**src/hw/rtl/kway_merge_dedup_top_defines.svh**
```systemverilog
// Assertion helpers for the RTL.
`ifndef KWAY_MERGE_DEDUP_TOP_DEFINES_SVH
`define KWAY_MERGE_DEDUP_TOP_DEFINES_SVH

// Same-cycle implication, sampled on the rising clock edge, off during reset.
`define KMD_ASSERT_NOW(lbl, ante, cons, msg) \
   lbl: assert property (@(posedge clock) disable iff (reset) (ante) |-> (cons)) \
      else $error(msg);

// Next-cycle implication, sampled on the rising clock edge, off during reset.
`define KMD_ASSERT_NEXT(lbl, ante, cons, msg) \
   lbl: assert property (@(posedge clock) disable iff (reset) (ante) |=> (cons)) \
      else $error(msg);

`endif

```
**src/hw/rtl/kmd_pkg.sv**
```systemverilog
package kmd_pkg;

   // fixed field widths
   localparam int LANE_W     = 3;
   localparam int HALF_W     = 60;
   localparam int ACT_W      = 4;
   localparam int LETTER_W   = 5;
   localparam int HALF_CHARS = 12;
   localparam int DATA_W     = 128;

   // defaults for top level parameters
   localparam int LANES_DEF      = 8;
   localparam int WORD_CHARS_DEF = 24;

   localparam logic [ACT_W-1:0] ACT_RESET = 4'd8;

   // running minimum handed from cell to cell
   typedef struct packed {
      logic              any;      // some head seen so far
      logic              ready;    // no active lane is waiting for a word
      logic              all_fin;  // every active lane has ended
      logic [1:0]        n_valid;  // heads seen, saturates at two
      logic [HALF_W-1:0] best_high;
      logic [HALF_W-1:0] best_low;
   } kmd_cand_type;

   // head write broadcast to all cells
   typedef struct packed {
      logic              en;
      logic              lane_end;
      logic [LANE_W-1:0] lane;
      logic [HALF_W-1:0] high;
      logic [HALF_W-1:0] low;
   } kmd_wr_type;

   // mask keeping the top n_chars letters of a half word
   function automatic logic [HALF_W-1:0] half_mask(input int n_chars);
      logic [HALF_W-1:0] m;
      int                bits;
      bits = n_chars * LETTER_W;
      for (int b = 0; b < HALF_W; b++) begin
         m[b] = (b >= HALF_W - bits);
      end
      return m;
   endfunction

endpackage

```
**src/hw/rtl/kmd_cell.sv**
```systemverilog
module kmd_cell import kmd_pkg::*; #(
   parameter int LANES = LANES_DEF,
   parameter int IDX   = 0
) (
   input  logic                       clock,
   input  logic                       reset,
   input  logic [ACT_W-1:0]           n_active,
   input  kmd_wr_type                 wr,
   input  logic                       pop_en,
   input  logic [$clog2(LANES)-1:0]   pop_lane,
   input  kmd_cand_type               cand_in,
   input  logic [$clog2(LANES)-1:0]   lane_in,
   output kmd_cand_type               cand_out,
   output logic [$clog2(LANES)-1:0]   lane_out,
   output logic                       head_valid
);

   localparam int LW = $clog2(LANES);

   logic              valid_ff, valid_in;
   logic              fin_ff, fin_in;
   logic [HALF_W-1:0] high_ff, high_in;
   logic [HALF_W-1:0] low_ff, low_in;
   kmd_cand_type      cand_ff, cand_fold_in;
   logic [LW-1:0]     lane_ff, lane_fold_in;
   logic              active;
   logic              hit_wr;
   logic              less;

   assign active = int'(n_active) > IDX;
   assign hit_wr = wr.en && active && (int'(wr.lane) == IDX);
   assign less   = {high_ff, low_ff} < {cand_in.best_high, cand_in.best_low};

   // head word and lane state
   always_comb begin
      valid_in = valid_ff;
      fin_in   = fin_ff;
      high_in  = high_ff;
      low_in   = low_ff;
      if (hit_wr) begin
         if (wr.lane_end) begin
            fin_in = 1'b1;
         end else if (!fin_ff && !valid_ff) begin
            valid_in = 1'b1;
            high_in  = wr.high;
            low_in   = wr.low;
         end
      end
      if (pop_en && (int'(pop_lane) == IDX)) begin
         valid_in = 1'b0;
      end
   end

   // fold this lane into the candidate coming from the left
   always_comb begin
      cand_fold_in = cand_in;
      lane_fold_in = lane_in;
      if (active) begin
         if (valid_ff) begin
            if (!cand_in.any || less) begin
               cand_fold_in.best_high = high_ff;
               cand_fold_in.best_low  = low_ff;
               lane_fold_in           = LW'(IDX);
            end
            cand_fold_in.any = 1'b1;
            if (cand_in.n_valid != 2'd2) begin
               cand_fold_in.n_valid = cand_in.n_valid + 2'd1;
            end
         end else if (!fin_ff) begin
            cand_fold_in.ready = 1'b0;
         end
         if (!fin_ff) begin
            cand_fold_in.all_fin = 1'b0;
         end
      end
   end

   always_ff @(posedge clock) begin
      if (reset) begin
         valid_ff <= 1'b0;
         fin_ff   <= 1'b0;
      end else begin
         valid_ff <= valid_in;
         fin_ff   <= fin_in;
      end
      high_ff <= high_in;
      low_ff  <= low_in;
      cand_ff <= cand_fold_in;
      lane_ff <= lane_fold_in;
   end

   assign cand_out   = cand_ff;
   assign lane_out   = lane_ff;
   assign head_valid = valid_ff;

endmodule

```
**src/hw/rtl/kway_merge_dedup_top.sv**
```systemverilog
// Channel | Dir | Handshake          | Payload
// req     | in  | req_tvalid/tready  | tdata: lane, word_high, word_low; tlast: lane_end
// rsp     | out | rsp_tvalid/tready  | tdata: source_lane, out_high, out_low;
//         |     |                    | tuser: duplicate; tlast: all_done
// csr     | in  | csr_valid/ready    | csr_data: active_lanes
//
// One item takes a head write step, a scan while the running minimum walks the row
// of lane cells, and an emit step.
// Reset is synchronous; it clears head valid and lane ended flags and sets
// active_lanes to 8. No clearing pass is needed.
// A result waiting on rsp does not stop the next request transaction; that
// item's emit cycle waits until the output register is free.
`include "kway_merge_dedup_top_defines.svh"

module kway_merge_dedup_top import kmd_pkg::*; #(
   parameter int LANES      = LANES_DEF,
   parameter int WORD_CHARS = WORD_CHARS_DEF
) (
   input  logic              clock,
   input  logic              reset,
   input  logic              req_tvalid,
   output logic              req_tready,
   input  logic [DATA_W-1:0] req_tdata,   // lane[2:0], word_high[62:3], word_low[122:63], 0
   input  logic              req_tlast,   // lane_end
   output logic              rsp_tvalid,
   input  logic              rsp_tready,
   output logic [DATA_W-1:0] rsp_tdata,   // source_lane[2:0], out_high[62:3],
                                          // out_low[122:63], 0
   output logic              rsp_tuser,   // duplicate
   output logic              rsp_tlast,   // all_done
   input  logic              csr_valid,
   output logic              csr_ready,
   input  logic [ACT_W-1:0]  csr_data     // active_lanes
);

   localparam int LW    = $clog2(LANES);
   localparam int CNT_W = $clog2(LANES);
   localparam int HC    = (WORD_CHARS < HALF_CHARS) ? WORD_CHARS : HALF_CHARS;
   localparam int LC    = (WORD_CHARS > HALF_CHARS) ? WORD_CHARS - HALF_CHARS : 0;
   localparam logic [HALF_W-1:0] HI_MASK = half_mask(HC);
   localparam logic [HALF_W-1:0] LO_MASK = half_mask(LC);

   typedef enum logic [1:0] {ST_IDLE, ST_SCAN, ST_EMIT} state_type;

   state_type         state_ff, state_in;
   logic [CNT_W-1:0]  cnt_ff, cnt_in;
   logic [ACT_W-1:0]  active_ff, active_in;
   logic              rsp_valid_ff, rsp_valid_in;
   logic [DATA_W-1:0] rsp_data_ff, rsp_data_in;
   logic              rsp_dup_ff, rsp_dup_in;
   logic              rsp_done_ff, rsp_done_in;
   logic              have_last_ff, have_last_in;
   logic [HALF_W-1:0] last_high_ff, last_high_in;
   logic [HALF_W-1:0] last_low_ff, last_low_in;

   logic [ACT_W-1:0]  n_eff;
   logic [LANE_W-1:0] req_lane;
   logic              req_acc;
   logic              lane_ok;
   kmd_wr_type        wr;
   kmd_cand_type      cand_chain [LANES+1];
   logic [LW-1:0]     lane_chain [LANES+1];
   logic [LANES-1:0]  valid_vec;
   kmd_cand_type      fin;
   logic [LW-1:0]     fin_lane;
   logic              do_pop, do_done, emit, out_free, load, pop_en, dup, done;

   // clamp the active lane count into 1..LANES
   always_comb begin
      if (active_ff == '0) begin
         n_eff = ACT_W'(1);
      end else if (int'(active_ff) > LANES) begin
         n_eff = ACT_W'(LANES);
      end else begin
         n_eff = active_ff;
      end
   end

   assign csr_ready  = 1'b1;
   assign req_tready = (state_ff == ST_IDLE);
   assign req_acc    = req_tvalid && req_tready;
   assign req_lane   = req_tdata[LANE_W-1:0];
   assign lane_ok    = {1'b0, req_lane} < n_eff;

   // head write broadcast, letters past WORD_CHARS forced to zero
   always_comb begin
      wr.en       = req_acc && lane_ok;
      wr.lane_end = req_tlast;
      wr.lane     = req_lane;
      wr.high     = req_tdata[LANE_W +: HALF_W] & HI_MASK;
      wr.low      = req_tdata[LANE_W+HALF_W +: HALF_W] & LO_MASK;
   end

   // empty candidate enters the row at lane 0
   always_comb begin
      cand_chain[0]           = '0;
      cand_chain[0].ready     = 1'b1;
      cand_chain[0].all_fin   = 1'b1;
      lane_chain[0]           = '0;
   end

   // row of lane cells
   for (genvar g = 0; g < LANES; g++) begin : g_cell
      kmd_cell #(
         .LANES (LANES),
         .IDX   (g)
      ) u_cell (
         .clock      (clock),
         .reset      (reset),
         .n_active   (n_eff),
         .wr         (wr),
         .pop_en     (pop_en),
         .pop_lane   (fin_lane),
         .cand_in    (cand_chain[g]),
         .lane_in    (lane_chain[g]),
         .cand_out   (cand_chain[g+1]),
         .lane_out   (lane_chain[g+1]),
         .head_valid (valid_vec[g])
      );
   end

   // pop decision from the end of the row
   assign fin      = cand_chain[LANES];
   assign fin_lane = lane_chain[LANES];
   assign do_pop   = fin.ready && fin.any;
   assign do_done  = fin.all_fin && !fin.any;
   assign emit     = do_pop || do_done;
   assign out_free = !rsp_valid_ff || rsp_tready;
   assign load     = (state_ff == ST_EMIT) && emit && out_free;
   assign pop_en   = load && do_pop;
   assign dup      = do_pop && have_last_ff &&
                     ({fin.best_high, fin.best_low} == {last_high_ff, last_low_ff});
   assign done     = fin.all_fin && (do_pop ? (fin.n_valid == 2'd1) : 1'b1);

   // sequencer, output register and last popped word
   always_comb begin
      state_in     = state_ff;
      cnt_in       = cnt_ff;
      active_in    = csr_valid ? csr_data : active_ff;
      rsp_valid_in = rsp_valid_ff && !rsp_tready;
      rsp_data_in  = rsp_data_ff;
      rsp_dup_in   = rsp_dup_ff;
      rsp_done_in  = rsp_done_ff;
      have_last_in = have_last_ff;
      last_high_in = last_high_ff;
      last_low_in  = last_low_ff;
      case (state_ff)
         ST_IDLE: begin
            if (req_acc) begin
               state_in = ST_SCAN;
               cnt_in   = '0;
            end
         end
         ST_SCAN: begin
            if (cnt_ff == CNT_W'(LANES - 1)) begin
               state_in = ST_EMIT;
            end else begin
               cnt_in = cnt_ff + CNT_W'(1);
            end
         end
         ST_EMIT: begin
            if (!emit || out_free) begin
               state_in = ST_IDLE;
            end
         end
         default: begin
            state_in = ST_IDLE;
         end
      endcase
      if (load) begin
         rsp_valid_in = 1'b1;
         rsp_data_in  = '0;
         if (do_pop) begin
            rsp_data_in[LANE_W-1:0]              = LANE_W'(fin_lane);
            rsp_data_in[LANE_W +: HALF_W]        = fin.best_high;
            rsp_data_in[LANE_W+HALF_W +: HALF_W] = fin.best_low;
         end
         rsp_dup_in  = dup;
         rsp_done_in = done;
      end
      if (pop_en) begin
         have_last_in = 1'b1;
         last_high_in = fin.best_high;
         last_low_in  = fin.best_low;
      end
   end

   always_ff @(posedge clock) begin
      if (reset) begin
         state_ff     <= ST_IDLE;
         cnt_ff       <= '0;
         active_ff    <= ACT_RESET;
         rsp_valid_ff <= 1'b0;
         have_last_ff <= 1'b0;
      end else begin
         state_ff     <= state_in;
         cnt_ff       <= cnt_in;
         active_ff    <= active_in;
         rsp_valid_ff <= rsp_valid_in;
         have_last_ff <= have_last_in;
      end
      rsp_data_ff  <= rsp_data_in;
      rsp_dup_ff   <= rsp_dup_in;
      rsp_done_ff  <= rsp_done_in;
      last_high_ff <= last_high_in;
      last_low_ff  <= last_low_in;
   end

   assign rsp_tvalid = rsp_valid_ff;
   assign rsp_tdata  = rsp_data_ff;
   assign rsp_tuser  = rsp_dup_ff;
   assign rsp_tlast  = rsp_done_ff;

   // checks
   `KMD_ASSERT_NOW(a_pop_hits_head, pop_en, valid_vec[fin_lane], "pop of an empty head")
   `KMD_ASSERT_NEXT(a_pop_clears_head, pop_en, !valid_vec[$past(fin_lane)],
      "popped head still valid")
   `KMD_ASSERT_NEXT(a_pop_sets_last, pop_en,
      have_last_ff && (last_high_ff == $past(fin.best_high)) &&
      (last_low_ff == $past(fin.best_low)), "last word not updated on pop")

endmodule

```
**config.mk**
```make
export PLATFORM = sky130hd
export DESIGN_NAME = kway_merge_dedup_top
export DESIGN_NICKNAME = d
export VERILOG_FILES = /design/src/hw/rtl/kmd_pkg.sv /design/src/hw/rtl/kmd_cell.sv /design/src/hw/rtl/kway_merge_dedup_top.sv
export VERILOG_INCLUDE_DIRS = /design/src /design/src/hw/rtl
export SDC_FILE = /design/constraint.sdc
export NUM_CORES = 2
export LEC_CHECK = 0
export BUFFER_PORTS_ARGS = -buffer_cell sky130_fd_sc_hd__buf_2
export CORE_ASPECT_RATIO = 0.75
export CORE_UTILIZATION = 37
export DETAILED_ROUTE_END_ITERATION = 10
export GPL_TIMING_DRIVEN = 0
export PLACE_DENSITY = 0.61
export REMOVE_ABC_BUFFERS = 1
export SLEW_MARGIN = 5
export SYNTH_ARGS = -nofsm -noshare
export SYNTH_HDL_FRONTEND = slang
export SYNTH_SLANG_ARGS = --single-unit
export TNS_END_PERCENT = 5
```
**constraint.sdc**
```tcl
create_clock -name clock -period 10.7 [get_ports clock]
set_input_delay 0.535 -clock clock [delete_from_list [all_inputs] [get_ports clock]]
set_output_delay 0.535 -clock clock [all_outputs]
set_load 0.02 [all_outputs]
```
==> results.txt <==
Status - finished clean
CTS tree - yes
WL per Instance - 21.75 µm
Final Hold Fails - 0
Syn. warnings - 0
Post-synth EDFFs - 1205
Avg Inst Size Synth - 11.51 µm²
LEAKAGE - 43.10 nW
Number of detailed-route iterations in the first pass - 8
Gp weighted congestion - 0.8543
Die area - 280300 µm²
Final period utilization - 0.6034
Fin nets - 10191
Clk_lat worst skew - 0.91 ns
Synthesized flop and latch total - 2247
Grt total ovfl - 0
Height of the chip - 458.7 µm
Row cnt - 167
Setup Slack @ Placement - 4.339 ns
WS Path Type - reg2reg
Area growth syn-to-layout - 15.55%
Cell area after synthesis - 102900 µm²
Residual DRC count - 0
Setup Viol. Count Final - 0
Bufs and invs on worst path - 8
Prevailing post-synth register cell - edfxtp_1
DPL Wire Length - 211100 µm
Most frequent CP cell - buf_4
Min Hold Slack - 0.04863 ns
Die W - 611.0 µm
Clk slew on worst S/H paths - 0.07 ns
Drt total wl - 286000 µm
Slew Limit Headroom - 0.03049
Clk sink count - 2247
Crit-path max FO - 12
Sequential area share after synthesis - 0.5543
Critical path, cell by cell - ha_1, a21oi_1, o21ai_0, a221oi_1, o21ai_0, nor4bb_1, a211oi_2, nor3_2, buf_4, buf_6, buf_4, buf_4, buf_6, buf_4, buf_4, buf_4, mux2_2
Peak VDD IR - 0.0001473 V
Placed Cells - 12608
Tmin final - 6.456 ns
Synth unique cells - 67
Power per cell area - 156.9 nW/µm²
Max-Cap Viols - 0
Final cell count without fillers - 13148
HP Class - in2reg
Post-CTS Setup Inserts - 0
Core Util, Final - 0.4301
FMAX - 0.1549 GHz
Vias - 70335
Largest stage delay, worst path - 0.82 ns
CTS buffer count - 235
Starting Density - 0.3723
Synth top area share - 0.3516
Iteration-0 DRC Markers - 5576
Number of global-route vias before repair - 70580
Slowest CP cell - nor4bb_1
Pins over their slew limit - 0
Routed Antenna Nets - 0
Ports - 271
Worst Tran Pin Value - 1.441 ns
RSZ-0062 raised after global routing - no
First-pass GRT wire length - 429100 µm
Yosys top cell by area - edfxtp_1
CTS H-tree depth - 4
Post-CTS sizing - 0
Synth area leaders - edfxtp_1, dfxtp_1, ha_1
Total GRT Usage - 0.1988
Layout cells sized above 1 - 0.1487
Vias per inst - 5.349
Crit start category - register
Worst Skew - 0.1057 ns
IO Port Bufs - 259
Async S/R FF share, synth - 0
Number of fill cells - 25040
Pin count of the biggest net entering global routing - 106
Count leader, synth - edfxtp_1
Worst setup EP type - register
Root buf cell - clkbuf_16
CORE AREA - 276400 µm²
Most frequent cells after synthesis - edfxtp_1, dfxtp_1, inv_1
Critical Path AT - 7.20 ns
Initial antenna violation count - 17
Setup slack after layout - 4.244 ns
Critical path required time - 11.44 ns
Synth Instances - 8941
CTS Buffer Depth - 4
CP top delay family - compound AO/OA/AOI/OAI gates
-- sequential cells by signal, summed over array words and instances, names as in the netlist, 2 cells and up --
name                      count
active_ff                     4
g_cell.u_cell.fin_ff          8
g_cell.u_cell.head_valid      8
g_cell.u_cell.cand_out      998
cnt_ff                        3
g_cell.u_cell.low_ff        480
last_low_ff                  60
state_ff                      2
rsp_tdata                   123
g_cell.u_cell.lane_out       17
g_cell.u_cell.high_ff       480
last_high_ff                 60
-- worst register-to-register path, delay by kind of cell, from the launching register on --
| kind | cells | cell delay, ns |
|---|---|---|
| AOI/OAI and AO/OA | 5 | 1.96 |
| buffers and inverters | 8 | 1.88 |
| and+or+nand+nor | 2 | 1.39 |
| DFF | 1 | 0.41 |
| muxes | 1 | 0.36 |
| adders and majority gates | 1 | 0.31 |
-- layout by cell type (no fill, tap or decap), types with 260 or more instances in the layout --
cell / n
a21oi_1: 311
buf_2: 260
dfxtp_1: 1037
edfxtp_1: 1205
ha_1: 844
inv_1: 998
mux2_2: 488
nand2_1: 423
nand3_1: 279
nor2_1: 340
o21ai_0: 366
-- repair_timing --
action                                 in CTS  in global routing
hold buffers                               82                  0
endpoints found under the hold margin     493                  0
setup endpoints to repair                   0                  0
-- worst paths after layout --
| path | from | endpoint | slack (ns) | cells after the start |
|---|---|---|---|---|
| setup reg to reg | g_cell[1].u_cell.low_ff[51] | g_cell[1].u_cell.cand_out[62] | 4.24 | 17 |
| setup / recovery | g_cell[1].u_cell.low_ff[51] | g_cell[1].u_cell.cand_out[62] | 4.24 | 17 |
| hold reg to reg | g_cell[0].u_cell.fin_ff | g_cell[0].u_cell.cand_out[122] | 0.37 | 0 |
| hold / removal | req_tdata[14] | g_cell[7].u_cell.high_ff[11] | 0.05 | 1 |
-- kinds of logic (layout without fill, tap and decap cells) --
logic type	Yosys count	in the layout	synth area share
other	2	29	0.00007298
muxes	491	491	0.05369
and+or+nand+nor	2025	2025	0.1043
buffers and inverters	1465	1927	0.05493
DFF	2247	2247	0.5543
xor gates and xnor gates	120	120	0.01021
adders and majority gates	844	844	0.1026
AOI/OAI and AO/OA	1747	1747	0.1198
-- stage by stage --
step | total power [mW] | setup TNS, ns | cell area, µm²
2_1_floorplan | 10.00 | -359.33 | 101000
3_3_place_gp | 10.38 | -7483.37 | 107000
3_5_place_dp | 10.40 | 0 | 110100
4_1_cts | 18.81 | 0 | 118900
5_1_grt | 19.24 | 0 | 118900
6_report | 18.66 | 0 | 118900
-- power by group --
part           total (mW)  switching, mW  internal [mW]
Clock                8.40           3.47           4.93
Sequential           9.40          0.157           9.24
Combinational       0.858          0.519          0.340
Total                18.7           4.15           14.5
-- per-layer routing --
metal  routed length [µm]  part of all wire  GRT usage
met5                   13          0.000045          0
met4                14880             0.052    0.09888
met3                17360             0.061    0.02979
met2               123700              0.43     0.3047
met1               130000              0.45     0.2736
-- area by class of cell --
type	count	area (µm²)	area share
Antenna cell	23	57.56	0.0004840
Clock buffer	335	6815	0.05731
Clock inverter	100	1132	0.009523
Inverter	1000	3764	0.03165
Multi-Input combinational cell	5233	40510	0.3407
Sequential cell	2247	57060	0.4799
Tap cell	3718	4652	0.03912
Timing Repair Buffer	492	4917	0.04135
Note: power is estimated with default switching activity, not from simulation.
